==> src/rtl/tct_pkg.sv <==
// Shared types, codes and helpers for the terminal cursor tracker.
// Used by every module of the block; depends on nothing else.
package tct_pkg;

  // Field widths fixed by the interface.
  localparam int unsigned COORD_W = 8;
  localparam int unsigned CHAR_W  = 8;
  localparam int unsigned REQ_W   = 2;
  localparam int unsigned TAB_W   = 5;
  localparam int unsigned MODE_W  = 2;
  localparam int unsigned CFG_IDX_W = 2;
  localparam int unsigned CFG_DATA_W = 8;

  // Wide enough for any saturation limit plus a few bits of headroom.
  localparam int unsigned CLAMP_W = 17;

  // Tab round-up dividend: column plus tab width minus one.
  localparam int unsigned TABX_W = COORD_W + 1;

  // Short queue between the classifier and the executor.
  localparam int unsigned QUEUE_DEPTH = 2;
  localparam int unsigned QPTR_W = (QUEUE_DEPTH > 1) ? $clog2(QUEUE_DEPTH) : 1;
  localparam int unsigned QCNT_W = $clog2(QUEUE_DEPTH + 1);

  // Request types.
  localparam logic [REQ_W-1:0] REQ_BYTE    = 2'd0;
  localparam logic [REQ_W-1:0] REQ_SET     = 2'd1;
  localparam logic [REQ_W-1:0] REQ_SAVE    = 2'd2;
  localparam logic [REQ_W-1:0] REQ_RESTORE = 2'd3;

  // Control bytes that move the cursor.
  localparam logic [CHAR_W-1:0] CH_BS    = 8'h08;
  localparam logic [CHAR_W-1:0] CH_TAB   = 8'h09;
  localparam logic [CHAR_W-1:0] CH_LF    = 8'h0A;
  localparam logic [CHAR_W-1:0] CH_FF    = 8'h0C;
  localparam logic [CHAR_W-1:0] CH_CR    = 8'h0D;
  localparam logic [CHAR_W-1:0] CH_SPACE = 8'h20;
  localparam logic [CHAR_W-1:0] CH_TILDE = 8'h7E;

  // Configuration register indexes.
  localparam logic [CFG_IDX_W-1:0] CFG_MAX_COLS  = 2'd0;
  localparam logic [CFG_IDX_W-1:0] CFG_MAX_ROWS  = 2'd1;
  localparam logic [CFG_IDX_W-1:0] CFG_TAB_WIDTH = 2'd2;
  localparam logic [CFG_IDX_W-1:0] CFG_LE_MODE   = 2'd3;

  // Line-ending modes; the unused code behaves as plain LF.
  localparam logic [MODE_W-1:0] LE_LF   = 2'd0;
  localparam logic [MODE_W-1:0] LE_CR   = 2'd1;
  localparam logic [MODE_W-1:0] LE_CRLF = 2'd2;

  localparam logic [COORD_W-1:0] COORD_ONE = 8'd1;

  // Classified operation carried through the queue.
  typedef enum logic [3:0] {
    OP_NONE,
    OP_PRINT,
    OP_BS,
    OP_TAB,
    OP_LF,
    OP_CR,
    OP_FF,
    OP_SET,
    OP_SAVE,
    OP_RESTORE
  } op_t;

  typedef struct packed {
    op_t                op;
    logic [COORD_W-1:0] set_row;
    logic [COORD_W-1:0] set_col;
  } cmd_t;

  // Live configuration seen by the executor.
  typedef struct packed {
    logic [COORD_W-1:0] max_cols;
    logic [COORD_W-1:0] max_rows;
    logic [TAB_W-1:0]   tab_width;
    logic [MODE_W-1:0]  le_mode;
  } cfg_t;

  // Executor sequencer states.
  typedef enum logic [1:0] {
    BK_IDLE,
    BK_DIV,
    BK_FIN
  } bk_state_t;

  // Saturate a coordinate at the given limit.
  function automatic logic [CLAMP_W-1:0] clamp_coord(logic [CLAMP_W-1:0] v,
                                                     logic [CLAMP_W-1:0] lim);
    return (v > lim) ? lim : v;
  endfunction

endpackage

==> src/rtl/tct_front.sv <==
// Input stage of the cursor tracker: accepts words and classifies them.
// Depends on tct_pkg; feeds tct_fifo.
module tct_front (
  input  logic                       clk,
  input  logic                       rst_n,
  input  logic                       in_valid,
  output logic                       in_stall,
  input  logic [tct_pkg::REQ_W-1:0]  in_req_type,
  input  logic [tct_pkg::CHAR_W-1:0] in_char_byte,
  input  logic [tct_pkg::COORD_W-1:0] in_set_row,
  input  logic [tct_pkg::COORD_W-1:0] in_set_col,
  input  logic                       q_full,
  output logic                       q_push,
  output tct_pkg::cmd_t              q_wdata
);
  import tct_pkg::*;

  logic vld_r;
  logic vld_nxt;
  cmd_t cmd_r;
  cmd_t cmd_nxt;
  logic accept;

  // Hold the word while the queue is full.
  assign in_stall = vld_r && q_full;
  assign accept   = in_valid && !in_stall;
  assign q_push   = vld_r && !q_full;
  assign q_wdata  = cmd_r;

  // Map the request and byte onto an operation.
  always_comb begin
    cmd_nxt.set_row = in_set_row;
    cmd_nxt.set_col = in_set_col;
    cmd_nxt.op      = OP_NONE;
    unique case (in_req_type)
      REQ_BYTE: begin
        if (in_char_byte >= CH_SPACE && in_char_byte <= CH_TILDE) begin
          cmd_nxt.op = OP_PRINT;
        end else begin
          unique case (in_char_byte)
            CH_BS:   cmd_nxt.op = OP_BS;
            CH_TAB:  cmd_nxt.op = OP_TAB;
            CH_LF:   cmd_nxt.op = OP_LF;
            CH_FF:   cmd_nxt.op = OP_FF;
            CH_CR:   cmd_nxt.op = OP_CR;
            default: cmd_nxt.op = OP_NONE;
          endcase
        end
      end
      REQ_SET:     cmd_nxt.op = OP_SET;
      REQ_SAVE:    cmd_nxt.op = OP_SAVE;
      REQ_RESTORE: cmd_nxt.op = OP_RESTORE;
      default:     cmd_nxt.op = OP_NONE;
    endcase
  end

  assign vld_nxt = accept || (vld_r && !q_push);

  always_ff @(posedge clk) begin
    if (!rst_n) begin
      vld_r <= 1'b0;
    end else begin
      vld_r <= vld_nxt;
    end
  end

  always_ff @(posedge clk) begin
    if (accept) begin
      cmd_r <= cmd_nxt;
    end
  end

endmodule

==> src/rtl/tct_fifo.sv <==
// Short command queue between the classifier and the executor.
// Depends on tct_pkg for the entry type and depth.
module tct_fifo (
  input  logic          clk,
  input  logic          rst_n,
  input  logic          push,
  input  tct_pkg::cmd_t wdata,
  input  logic          pop,
  output tct_pkg::cmd_t rdata,
  output logic          full,
  output logic          empty
);
  import tct_pkg::*;

  cmd_t              entry_r [QUEUE_DEPTH];
  logic [QPTR_W-1:0] wr_ptr_r;
  logic [QPTR_W-1:0] rd_ptr_r;
  logic [QCNT_W-1:0] cnt_r;
  logic [QCNT_W-1:0] cnt_nxt;
  logic              do_push;
  logic              do_pop;

  assign full    = (cnt_r == QCNT_W'(QUEUE_DEPTH));
  assign empty   = (cnt_r == '0);
  assign do_push = push && !full;
  assign do_pop  = pop && !empty;
  assign rdata   = entry_r[rd_ptr_r];

  // Count tracks pushes and pops taken in the same cycle.
  always_comb begin
    cnt_nxt = cnt_r;
    if (do_push && !do_pop) begin
      cnt_nxt = cnt_r + QCNT_W'(1);
    end else if (do_pop && !do_push) begin
      cnt_nxt = cnt_r - QCNT_W'(1);
    end
  end

  always_ff @(posedge clk) begin
    if (!rst_n) begin
      wr_ptr_r <= '0;
      rd_ptr_r <= '0;
      cnt_r    <= '0;
    end else begin
      cnt_r <= cnt_nxt;
      if (do_push) begin
        wr_ptr_r <= (wr_ptr_r == QPTR_W'(QUEUE_DEPTH - 1)) ? '0 : wr_ptr_r + QPTR_W'(1);
      end
      if (do_pop) begin
        rd_ptr_r <= (rd_ptr_r == QPTR_W'(QUEUE_DEPTH - 1)) ? '0 : rd_ptr_r + QPTR_W'(1);
      end
    end
  end

  always_ff @(posedge clk) begin
    if (do_push) begin
      entry_r[wr_ptr_r] <= wdata;
    end
  end

`ifndef NO_ASSERTIONS
  a_cnt_bound: assert property (@(posedge clk) disable iff (!rst_n)
    cnt_r <= QCNT_W'(QUEUE_DEPTH))
    else $error("queue count exceeds depth");
  a_no_pop_empty: assert property (@(posedge clk) disable iff (!rst_n)
    pop |-> !empty)
    else $error("pop from empty queue");
`endif

endmodule

==> src/rtl/tct_tabdiv.sv <==
// Remainder unit for the tab round-up: two restoring steps per cycle.
// Depends on tct_pkg; used by tct_back.
module tct_tabdiv (
  input  logic                       clk,
  input  logic                       rst_n,
  input  logic                       start,
  input  logic [tct_pkg::TABX_W-1:0] dividend,
  input  logic [tct_pkg::TAB_W-1:0]  divisor,
  output logic                       busy,
  output logic [tct_pkg::TAB_W-1:0]  rem
);
  import tct_pkg::*;

  // Dividend padded to an even number of bits, two bits retired per step.
  localparam int unsigned NUM_W     = TABX_W + (TABX_W % 2);
  localparam int unsigned DIV_STEPS = NUM_W / 2;
  localparam int unsigned STEP_W    = $clog2(DIV_STEPS);

  logic              busy_r;
  logic [STEP_W-1:0] step_r;
  logic [NUM_W-1:0]  num_r;
  logic [TAB_W-1:0]  rem_r;
  logic [TAB_W-1:0]  den_r;
  logic [TAB_W:0]    part1;
  logic [TAB_W:0]    part2;
  logic [TAB_W-1:0]  rem_nxt;

  assign busy = busy_r;
  assign rem  = rem_r;

  // Two compare-and-subtract steps on narrow values.
  always_comb begin
    part1 = {rem_r, num_r[NUM_W-1]};
    if (part1 >= {1'b0, den_r}) begin
      part1 = part1 - {1'b0, den_r};
    end
    part2 = {part1[TAB_W-1:0], num_r[NUM_W-2]};
    if (part2 >= {1'b0, den_r}) begin
      part2 = part2 - {1'b0, den_r};
    end
    rem_nxt = part2[TAB_W-1:0];
  end

  always_ff @(posedge clk) begin
    if (!rst_n) begin
      busy_r <= 1'b0;
      step_r <= '0;
    end else if (start) begin
      busy_r <= 1'b1;
      step_r <= '0;
    end else if (busy_r) begin
      step_r <= step_r + STEP_W'(1);
      if (step_r == STEP_W'(DIV_STEPS - 1)) begin
        busy_r <= 1'b0;
      end
    end
  end

  always_ff @(posedge clk) begin
    if (start) begin
      num_r <= NUM_W'(dividend);
      rem_r <= '0;
      den_r <= divisor;
    end else if (busy_r) begin
      num_r <= {num_r[NUM_W-3:0], 2'b00};
      rem_r <= rem_nxt;
    end
  end

endmodule

==> src/rtl/tct_back.sv <==
// Executor of the cursor tracker: holds the cursor state and result register.
// Depends on tct_pkg and tct_tabdiv; drains tct_fifo.
module tct_back #(
  parameter int unsigned MAX_COORD = 255
) (
  input  logic                        clk,
  input  logic                        rst_n,
  input  tct_pkg::cmd_t               head,
  input  logic                        q_empty,
  output logic                        q_pop,
  input  tct_pkg::cfg_t               cfg,
  output logic                        out_valid,
  input  logic                        out_stall,
  output logic [tct_pkg::COORD_W-1:0] out_cursor_col,
  output logic [tct_pkg::COORD_W-1:0] out_cursor_row
);
  import tct_pkg::*;

  bk_state_t          state_r;
  bk_state_t          state_nxt;
  logic [COORD_W-1:0] cur_col_r;
  logic [COORD_W-1:0] cur_row_r;
  logic [COORD_W-1:0] saved_col_r;
  logic [COORD_W-1:0] saved_row_r;
  logic [COORD_W-1:0] cur_col_nxt;
  logic [COORD_W-1:0] cur_row_nxt;
  logic [COORD_W-1:0] saved_col_nxt;
  logic [COORD_W-1:0] saved_row_nxt;
  logic               out_vld_r;
  logic               out_vld_nxt;
  logic [COORD_W-1:0] out_col_r;
  logic [COORD_W-1:0] out_row_r;
  logic [TABX_W-1:0]  tab_x_r;
  logic [TABX_W-1:0]  tab_x_nxt;

  logic               out_free;
  logic               div_start;
  logic               div_busy;
  logic [TAB_W-1:0]   div_rem;
  logic               apply_en;
  logic [TAB_W-1:0]   tab_eff;
  op_t                exec_op;

  logic [CLAMP_W-1:0] lim_w;
  logic [CLAMP_W-1:0] row_inc_w;
  logic [CLAMP_W-1:0] print_w;
  logic [CLAMP_W-1:0] tab_w;
  logic [CLAMP_W-1:0] wrap_cand;
  logic [CLAMP_W-1:0] set_row_w;
  logic [CLAMP_W-1:0] set_col_w;
  logic [COORD_W-1:0] row_adv;
  logic               wrap_hit;
  logic               lf_home;
  logic               cr_adv;

  assign out_free       = !out_vld_r || !out_stall;
  assign out_valid      = out_vld_r;
  assign out_cursor_col = out_col_r;
  assign out_cursor_row = out_row_r;

  // A zero tab width behaves as one.
  assign tab_eff   = (cfg.tab_width == '0) ? TAB_W'(1) : cfg.tab_width;
  assign tab_x_nxt = TABX_W'(cur_col_r) + TABX_W'(tab_eff) - TABX_W'(1);

  tct_tabdiv u_tabdiv (
    .clk      (clk),
    .rst_n    (rst_n),
    .start    (div_start),
    .dividend (tab_x_nxt),
    .divisor  (tab_eff),
    .busy     (div_busy),
    .rem      (div_rem)
  );

  // Sequencer next state.
  always_comb begin
    state_nxt = state_r;
    unique case (state_r)
      BK_IDLE: if (div_start) state_nxt = BK_DIV;
      BK_DIV:  if (!div_busy) state_nxt = BK_FIN;
      BK_FIN:  if (out_free)  state_nxt = BK_IDLE;
      default: state_nxt = BK_IDLE;
    endcase
  end

  // Sequencer outputs. A tab word is taken even while the result waits,
  // since its remainder must be worked out in BK_DIV before it is applied.
  always_comb begin
    q_pop     = 1'b0;
    div_start = 1'b0;
    apply_en  = 1'b0;
    unique case (state_r)
      BK_IDLE: begin
        q_pop     = !q_empty && (head.op == OP_TAB || out_free);
        div_start = q_pop && (head.op == OP_TAB);
        apply_en  = q_pop && (head.op != OP_TAB);
      end
      BK_DIV: begin
      end
      BK_FIN: begin
        apply_en = out_free;
      end
      default: begin
      end
    endcase
  end

  // Shared candidates: saturated row step, column step and tab stop.
  assign exec_op   = (state_r == BK_FIN) ? OP_TAB : head.op;
  assign lim_w     = CLAMP_W'(MAX_COORD);
  assign row_inc_w = clamp_coord(CLAMP_W'(cur_row_r) + CLAMP_W'(1), lim_w);
  assign row_adv   = (cur_row_r < cfg.max_rows) ? row_inc_w[COORD_W-1:0] : cur_row_r;
  assign print_w   = clamp_coord(CLAMP_W'(cur_col_r) + CLAMP_W'(1), lim_w);
  assign tab_w     = clamp_coord(CLAMP_W'(tab_x_r - TABX_W'(div_rem)), lim_w);
  assign wrap_cand = (exec_op == OP_TAB) ? tab_w : print_w;
  assign wrap_hit  = (wrap_cand >= CLAMP_W'(cfg.max_cols));
  assign set_row_w = clamp_coord(CLAMP_W'(head.set_row), lim_w);
  assign set_col_w = clamp_coord(CLAMP_W'(head.set_col), lim_w);

  // The unused mode code acts as plain LF.
  assign lf_home = (cfg.le_mode != LE_CR);
  assign cr_adv  = (cfg.le_mode == LE_CR) || (cfg.le_mode == LE_CRLF);

  // Cursor update for the operation being carried out.
  always_comb begin
    cur_col_nxt   = cur_col_r;
    cur_row_nxt   = cur_row_r;
    saved_col_nxt = saved_col_r;
    saved_row_nxt = saved_row_r;
    unique case (exec_op)
      OP_PRINT, OP_TAB: begin
        if (wrap_hit) begin
          cur_col_nxt = COORD_ONE;
          cur_row_nxt = row_adv;
        end else begin
          cur_col_nxt = wrap_cand[COORD_W-1:0];
        end
      end
      OP_BS: begin
        if (cur_col_r <= COORD_ONE) begin
          cur_col_nxt = cfg.max_cols;
          if (cur_row_r > COORD_ONE) begin
            cur_row_nxt = cur_row_r - COORD_ONE;
          end
        end else begin
          cur_col_nxt = cur_col_r - COORD_ONE;
        end
      end
      OP_LF: begin
        if (lf_home) begin
          cur_col_nxt = COORD_ONE;
        end
        cur_row_nxt = row_adv;
      end
      OP_CR: begin
        cur_col_nxt = COORD_ONE;
        if (cr_adv) begin
          cur_row_nxt = row_adv;
        end
      end
      OP_FF: begin
        cur_col_nxt = COORD_ONE;
        cur_row_nxt = COORD_ONE;
      end
      OP_SET: begin
        cur_row_nxt = set_row_w[COORD_W-1:0];
        cur_col_nxt = set_col_w[COORD_W-1:0];
      end
      OP_SAVE: begin
        saved_col_nxt = cur_col_r;
        saved_row_nxt = cur_row_r;
      end
      OP_RESTORE: begin
        cur_col_nxt = saved_col_r;
        cur_row_nxt = saved_row_r;
      end
      default: begin
      end
    endcase
  end

  assign out_vld_nxt = apply_en || (out_vld_r && out_stall);

  always_ff @(posedge clk) begin
    if (!rst_n) begin
      state_r     <= BK_IDLE;
      out_vld_r   <= 1'b0;
      cur_col_r   <= COORD_ONE;
      cur_row_r   <= COORD_ONE;
      saved_col_r <= COORD_ONE;
      saved_row_r <= COORD_ONE;
    end else begin
      state_r   <= state_nxt;
      out_vld_r <= out_vld_nxt;
      if (apply_en) begin
        cur_col_r   <= cur_col_nxt;
        cur_row_r   <= cur_row_nxt;
        saved_col_r <= saved_col_nxt;
        saved_row_r <= saved_row_nxt;
      end
    end
  end

  // Result register and tab dividend.
  always_ff @(posedge clk) begin
    if (apply_en) begin
      out_col_r <= cur_col_nxt;
      out_row_r <= cur_row_nxt;
    end
    if (div_start) begin
      tab_x_r <= tab_x_nxt;
    end
  end

`ifndef NO_ASSERTIONS
  a_no_overwrite: assert property (@(posedge clk) disable iff (!rst_n)
    (out_vld_r && out_stall) |-> !apply_en)
    else $error("result overwritten while stalled");
  a_fin_rem_ready: assert property (@(posedge clk) disable iff (!rst_n)
    (state_r == BK_FIN) |-> !div_busy)
    else $error("tab finished before remainder ready");
  a_tab_enters_div: assert property (@(posedge clk) disable iff (!rst_n)
    div_start |=> (state_r == BK_DIV) && div_busy)
    else $error("tab word did not start remainder unit");
`endif

endmodule

==> src/rtl/terminal_cursor_tracker_unit.sv <==
// Top level of the terminal cursor tracker: configuration registers and
// the classifier, queue and executor. Depends on tct_pkg and all tct_ modules.
//
// Usage:
//   Input words (in_*) carry one request each: an output byte, a cursor set,
//   a cursor save or a cursor restore. A word is taken at a clock edge with
//   in_valid high and in_stall low. Every word yields exactly one result word
//   (out_cursor_col, out_cursor_row) with the cursor after that request,
//   taken at an edge with out_valid high and out_stall low.
//   A result is registered after each request passes the input register, the
//   queue and the executor. The executor retires one non-tab word per cycle
//   while out_stall is low; a tab word holds it through BK_DIV and BK_FIN, as
//   the two-bits-per-cycle remainder unit rounds the column up to a tab stop.
//   While out_stall is high the result holds; the queue and input register
//   keep absorbing three more words (four when a tab reaches the executor)
//   before in_stall rises.
//   The cfg_ channel is always ready and must only be written while idle.
//   Reset (rst_n low, synchronous) homes both cursors to column 1, row 1 and
//   loads 80 columns, 24 rows, tab width 8 and LF line endings.
module terminal_cursor_tracker_unit #(
  parameter int unsigned MAX_COORD = 255
) (
  input  logic                           clk,
  input  logic                           rst_n,
  input  logic                           in_valid,
  output logic                           in_stall,
  input  logic [tct_pkg::REQ_W-1:0]      in_req_type,
  input  logic [tct_pkg::CHAR_W-1:0]     in_char_byte,
  input  logic [tct_pkg::COORD_W-1:0]    in_set_row,
  input  logic [tct_pkg::COORD_W-1:0]    in_set_col,
  output logic                           out_valid,
  input  logic                           out_stall,
  output logic [tct_pkg::COORD_W-1:0]    out_cursor_col,
  output logic [tct_pkg::COORD_W-1:0]    out_cursor_row,
  input  logic                           cfg_valid,
  output logic                           cfg_ready,
  input  logic [tct_pkg::CFG_IDX_W-1:0]  cfg_index,
  input  logic [tct_pkg::CFG_DATA_W-1:0] cfg_data
);
  import tct_pkg::*;

  cfg_t cfg_r;
  cfg_t cfg_nxt;
  logic cfg_wr;
  logic q_push;
  logic q_pop;
  logic q_full;
  logic q_empty;
  cmd_t q_wdata;
  cmd_t q_rdata;

  // Configuration writes are always taken.
  assign cfg_ready = 1'b1;
  assign cfg_wr    = cfg_valid && cfg_ready;

  always_comb begin
    cfg_nxt = cfg_r;
    unique case (cfg_index)
      CFG_MAX_COLS:  cfg_nxt.max_cols  = cfg_data;
      CFG_MAX_ROWS:  cfg_nxt.max_rows  = cfg_data;
      CFG_TAB_WIDTH: cfg_nxt.tab_width = cfg_data[TAB_W-1:0];
      CFG_LE_MODE:   cfg_nxt.le_mode   = cfg_data[MODE_W-1:0];
      default:       cfg_nxt = cfg_r;
    endcase
  end

  always_ff @(posedge clk) begin
    if (!rst_n) begin
      cfg_r.max_cols  <= 8'd80;
      cfg_r.max_rows  <= 8'd24;
      cfg_r.tab_width <= 5'd8;
      cfg_r.le_mode   <= LE_LF;
    end else if (cfg_wr) begin
      cfg_r <= cfg_nxt;
    end
  end

  tct_front u_front (
    .clk          (clk),
    .rst_n        (rst_n),
    .in_valid     (in_valid),
    .in_stall     (in_stall),
    .in_req_type  (in_req_type),
    .in_char_byte (in_char_byte),
    .in_set_row   (in_set_row),
    .in_set_col   (in_set_col),
    .q_full       (q_full),
    .q_push       (q_push),
    .q_wdata      (q_wdata)
  );

  tct_fifo u_fifo (
    .clk   (clk),
    .rst_n (rst_n),
    .push  (q_push),
    .wdata (q_wdata),
    .pop   (q_pop),
    .rdata (q_rdata),
    .full  (q_full),
    .empty (q_empty)
  );

  tct_back #(
    .MAX_COORD (MAX_COORD)
  ) u_back (
    .clk            (clk),
    .rst_n          (rst_n),
    .head           (q_rdata),
    .q_empty        (q_empty),
    .q_pop          (q_pop),
    .cfg            (cfg_r),
    .out_valid      (out_valid),
    .out_stall      (out_stall),
    .out_cursor_col (out_cursor_col),
    .out_cursor_row (out_cursor_row)
  );

endmodule

==> config.mk <==
export PLATFORM = sky130hd
export DESIGN_NAME = terminal_cursor_tracker_unit
export DESIGN_NICKNAME = d
export VERILOG_FILES = /design/src/rtl/tct_pkg.sv /design/src/rtl/tct_front.sv /design/src/rtl/tct_fifo.sv /design/src/rtl/tct_tabdiv.sv /design/src/rtl/tct_back.sv /design/src/rtl/terminal_cursor_tracker_unit.sv
export SDC_FILE = /design/constraint.sdc
export NUM_CORES = 1
export LEC_CHECK = 0
export CORE_AREA = 2 2 147 149
export DETAILED_ROUTE_END_ITERATION = 12
export DIE_AREA = 0 0 149 151
export DONT_BUFFER_PORTS = 1
export GPL_ROUTABILITY_DRIVEN = 0
export SETUP_SLACK_MARGIN = 0.05
export SLEW_MARGIN = 20
export SYNTH_ARGS = -nofsm -noshare
export SYNTH_HDL_FRONTEND = slang
export SYNTH_SLANG_ARGS = --single-unit
==> constraint.sdc <==
create_clock -name clk -period 4.65 [get_ports clk]
set_input_delay 0.6975 -clock clk [delete_from_list [all_inputs] [get_ports clk]]
set_output_delay 0.6975 -clock clk [all_outputs]
set_load 0.01 [all_outputs]
==> implementation parameters <==
Parameter                              Value

Timing
  Fraction of the cycle the final worst path needs ... 0.923
  Final-report setup violation count ... 0
  Relative slew slack ... 0.208
  WHS ... 0.347 ns
  Minimum clock period ... 4.29 ns
  Worst clock skew ... 0.0163 ns
  Least-Margin Pin Slew ... 1.17 ns
  RSZ-0062 raised after global routing ... yes
  Maximum operating frequency ... 233 MHz
  Number of max-slew violations in the final report ... 0
  Final count of hold timing violations ... 0
  Total Neg Setup Slack ... 0 ns

Layout
  Synth-to-layout area growth ... 9.04%
  Util after Layout ... 0.518
  Fin area ... 10800 um2
  Layout Nets ... 1093
  Share of layout cells above drive strength 1 ... 0.0997
  Number of diodes added for antenna fixing ... 0

Worst setup path
  CP most frequent cell ... sky130_fd_sc_hd__a21o_1
  Crit path arrival time ... 4.53 ns
  Critical-path cell with the highest stage delay ... sky130_fd_sc_hd__dfxtp_1
  Slowest stage delay, CP ... 0.42 ns
  Reg2Reg Setup Slack ... 0.36 ns
  Data required, critical path ... 4.89 ns
  Worst reg2reg endpoint ... u_back.out_cursor_row[0]
  Startpoint types ... register
  Crit Path Class ... register to register
  Highest net fanout along the worst path ... 15
  Element type at the critical path end ... register
  CP cell instances ... ha_1, inv_1, fa_1, a21o_1, a21o_1, a211oi_1, a21oi_1, a21o_1, o21a_1, ha_1, a21o_1, a221oi_2, o21ai_2, buf_4, a31oi_1, nor4_1, a311oi_1
  Startpoint of the lowest-slack register-to-register path ... u_back.u_tabdiv.rem[0]
  Worst r2r path cells ... 17

Route
  Antenna violation net count after detailed routing ... 0
  Via density per instance ... 5.77
  Total via count after detailed routing ... 7375
  DR DRC count ... 0
  DR iter-0 viols ... 602
  Detailed Routing Iterations Pass 1 ... 5
  Routed length per placed instance ... 19.1 um
  Total length of routed wires ... 24400 um

Placed design
  HPWL reported at the end of detailed placement ... 18100 um
  Buffers on Ports ... 0
  Cell Area, Placed ... 10100 um2

Floorplan
  Die boundary width ... 149 um
  Die Ht ... 151 um
  Die outline area ... 22500 um2
  Top-Level Pins ... 60
  Starting Density ... 0.475
  Std cell rows ... 53
  Area of the core region ... 20800 um2

Logic synthesis
  Async set-reset flop share out of synthesis ... 0
  Cell accounting for the most synthesized area ... sky130_fd_sc_hd__edfxtp_1
  Synthesis-stage register bit count ... 173
  Syn nets ... 1110
  Sequential cell area fraction in the yosys report ... 0.450
  Post-Syn Area per Cell ... 9.82 um2
  Number of cells produced by synthesis ... 1007
  Multiplexer fraction of the synthesized cell area ... 0.0615
  Dominant combinational cell family by area after synthesis ... compound AO/OA/AOI/OAI gates
  Number of warning messages in the yosys log ... 0
  Area fraction of the dominant cell type after synthesis ... 0.301
  Combined area of all synthesized cells ... 9890 um2
  Post-synthesis compound-gate area fraction ... 0.176
  XOR/XNOR Fraction of Synth Area ... 0.0275
  Number of enable flip-flop cells after synthesis ... 99
  Area fraction in and, or, nand and nor cells after synthesis ... 0.152
  Adder-Cell Fraction of Synth Area ... 0.0815
  Most frequently used flop master after synthesis ... sky130_fd_sc_hd__edfxtp_1
  Synth area leaders ... sky130_fd_sc_hd__edfxtp_1 (30%), sky130_fd_sc_hd__dfxtp_1 (15%), sky130_fd_sc_hd__ha_1 (7.3%)
  Number of distinct standard cells referenced by the synthesized netlist ... 85

Clock tree
  Buffers from clock root to sink, at most ... 2
  Clock sink count ... 173
  # H-tree levels ... 4
  Worst-skew pair later-pin latency ... 0.44 ns
  Clock slew at reported path FFs ... 0.08 ns
  Clock tree from TritonCTS ... yes
  Clock root buffer ... sky130_fd_sc_hd__clkbuf_16
  Number of buffers inserted during clock tree synthesis ... 17
  Buffers inserted during post-CTS setup optimization ... 0

Hold path
  Worst Hold End ... u_back.saved_col_r[0]
  Worst Hold Path Cells ... 1
  Worst hold path startpoint ... rst_n
  Min-Delay Path Class ... input port to register

GRT
  Final global-route overflow total ... 0
  Wire length of the first global-routing pass ... 38900 um
  GR Util met1 ... 0.326
  GRT met2 Usage ... 0.349
  Antenna violations before repair ... 1
  Total GRT Usage ... 0.227
  Via count of the first global-routing pass ... 7033
  Pin count of the biggest net entering global routing ... 69
  Met3 Track Usage GR ... 0.0425
  Grt peak-use layer ... met2

Status
  Result of the run ... finished, final reports clean

Run
  Number of max-cap violations ... 0

Power
  Total power divided by cell area ... 631 nW/um2
  Combinational share of power ... 0.448
  Clock share of power ... 0.219
  Switching part of the total ... 0.423
  Flop pwr share ... 0.333
  Worst-case vdd ir drop ... 0.000316 V
  Total design power ... 6.81 mW
  Switch Pwr ... 2.88 mW
  Static Leak ... 4.10 nW
  Internal ... 3.93 mW
-- power by group through the flow --
stage               clock network, mW  registers, mW  logic (mW)
floorplan                           0           2.13        2.36
global placement                    0           2.29        2.97
detailed placement                  0           2.30        2.98
CTS                              1.51           2.26        3.00
global route                     1.57           2.30        3.42
finish                           1.49           2.27        3.05
-- critical path, delay by kind of cell (launching register included) --
family / cells / cell delay, ns
AND/OR/NAND/NOR: 1 / 0.08
AO/OA/AOI/OAI: 11 / 2.46
flip-flops: 1 / 0.42
adder cells (fa/ha/maj): 3 / 0.88
buffers and inverters: 2 / 0.27
-- synthesized netlist by cell type (4+ instances only) --
cell                        n
sky130_fd_sc_hd__o22a_1     4
sky130_fd_sc_hd__a222oi_1   9
sky130_fd_sc_hd__clkbuf_1  38
sky130_fd_sc_hd__or2_2      6
sky130_fd_sc_hd__and2_1     8
sky130_fd_sc_hd__nor4_1     5
sky130_fd_sc_hd__buf_2     10
sky130_fd_sc_hd__mux2i_1   36
sky130_fd_sc_hd__dfxtp_1   74
sky130_fd_sc_hd__nand2_1   83
sky130_fd_sc_hd__nor2_1    80
sky130_fd_sc_hd__xor2_1    11
sky130_fd_sc_hd__xnor2_1   20
sky130_fd_sc_hd__mux2_2    22
sky130_fd_sc_hd__nand3_1   18
sky130_fd_sc_hd__edfxtp_1  99
sky130_fd_sc_hd__nor2b_1   39
sky130_fd_sc_hd__a21boi_0  10
sky130_fd_sc_hd__nor3_1    19
sky130_fd_sc_hd__o21a_1    11
sky130_fd_sc_hd__a21oi_1   53
sky130_fd_sc_hd__inv_1     75
sky130_fd_sc_hd__a211oi_1   9
sky130_fd_sc_hd__a31oi_1   18
sky130_fd_sc_hd__nand2b_1   8
sky130_fd_sc_hd__ha_1      58
sky130_fd_sc_hd__and3_1    10
sky130_fd_sc_hd__o21ai_0   49
sky130_fd_sc_hd__fa_1       4
sky130_fd_sc_hd__a21o_1    13
sky130_fd_sc_hd__a211o_1    4
sky130_fd_sc_hd__o211ai_1  16
sky130_fd_sc_hd__o31ai_1    4
sky130_fd_sc_hd__a22oi_1    4
sky130_fd_sc_hd__or3_1      4
-- cells in the final DEF (no fill, tap or decap), types with 9 or more instances in the layout --
cell type,Yosys,routed
sky130_fd_sc_hd__edfxtp_1,99,99
sky130_fd_sc_hd__nand2_1,83,83
sky130_fd_sc_hd__nor2_1,80,80
sky130_fd_sc_hd__inv_1,75,75
sky130_fd_sc_hd__dfxtp_1,74,74
sky130_fd_sc_hd__ha_1,58,58
sky130_fd_sc_hd__a21oi_1,53,52
sky130_fd_sc_hd__o21ai_0,49,49
sky130_fd_sc_hd__nor2b_1,39,38
sky130_fd_sc_hd__mux2i_1,36,36
sky130_fd_sc_hd__mux2_2,22,22
sky130_fd_sc_hd__xnor2_1,20,20
sky130_fd_sc_hd__nor3_1,19,19
sky130_fd_sc_hd__nand3_1,18,18
sky130_fd_sc_hd__a31oi_1,18,18
sky130_fd_sc_hd__clkbuf_16,0,17
sky130_fd_sc_hd__o211ai_1,16,16
sky130_fd_sc_hd__buf_4,2,15
sky130_fd_sc_hd__a21o_1,13,13
sky130_fd_sc_hd__o21a_1,11,11
sky130_fd_sc_hd__xor2_1,11,11
sky130_fd_sc_hd__and3_1,10,10
sky130_fd_sc_hd__a21boi_0,10,10
sky130_fd_sc_hd__a222oi_1,9,9
-- registers in the layout (all words and copies together), names as in the netlist, 8 cells and up, named ones only --
signal,flops
u_back.cur_row_r,8
u_back.out_cursor_col,8
u_back.out_cursor_row,8
u_back.saved_row_r,8
u_fifo.entry_r,40
u_back.u_tabdiv.num_r,10
cfg_r,23
u_back.saved_col_r,8
u_front.q_wdata,20
u_back.cur_col_r,8
u_back.tab_x_r,9
-- what timing repair did --
action | CTS | global route
gates resized for setup | 0 | 6
setup endpoints to repair | 0 | 30
hold buffers | 0 | 0
-- cell type report --
| class | instances | area [um2] |
|---|---|---|
| Clock buffer | 17 | 425 |
| Clock inverter | 15 | 191 |
| Fill cell | 1955 | 10000 |
| Inverter | 76 | 285 |
| Multi-Input combinational cell | 707 | 4970 |
| Sequential cell | 173 | 4450 |
| Tap cell | 275 | 344 |
| Timing Repair Buffer | 15 | 113 |
-- kinds of logic after synthesis --
| family | Yosys count |
|---|---|
| AND/OR/NAND/NOR | 301 |
| other | 1 |
| multiplexers | 58 |
| adder cells (fa/ha/maj) | 62 |
| AO/OA/AOI/OAI | 254 |
| XOR/XNOR | 31 |
| buffers and inverters | 127 |
| flip-flops | 173 |
-- worst max-delay path by stage --
| stage | from | endpoint | slack (ns) | cells past startpoint |
|---|---|---|---|---|
| after floorplan | u_back.u_tabdiv.rem[0] | u_back.out_cursor_row[4] | 0.65 | 16 |
| after global routing | u_back.u_tabdiv.rem[0] | u_back.out_cursor_row[4] | 0.04 | 18 |
| after global placement | u_back.u_tabdiv.rem[0] | u_back.out_cursor_row[4] | 0.37 | 18 |
| final | u_back.u_tabdiv.rem[0] | u_back.out_cursor_row[0] | 0.36 | 17 |
| after CTS | u_back.u_tabdiv.rem[0] | u_back.out_cursor_row[4] | 0.18 | 18 |
| after detailed placement | u_back.u_tabdiv.rem[0] | u_back.out_cursor_row[4] | 0.20 | 18 |
-- routing by layer --
| layer | up-vias | wire length (um) |
|---|---|---|
| li1 | 3618 | - |
| met1 | 3487 | 11700 |
| met2 | 250 | 10700 |
| met3 | 20 | 1610 |
| met4 | 0 | 369 |
| met5 | - | 0 |
-- metrics by stage --
| step | setup WS [ns] | cells |
|---|---|---|
| after CTS | 0.185 | 1278 |
| after floorplan | 0.654 | 1007 |
| after detailed placement | 0.196 | 1246 |
| after global routing | 0.0368 | 1278 |
| final | 0.358 | 1278 |
| after global placement | 0.368 | 1246 |
Power figures use the tool's default switching activity.
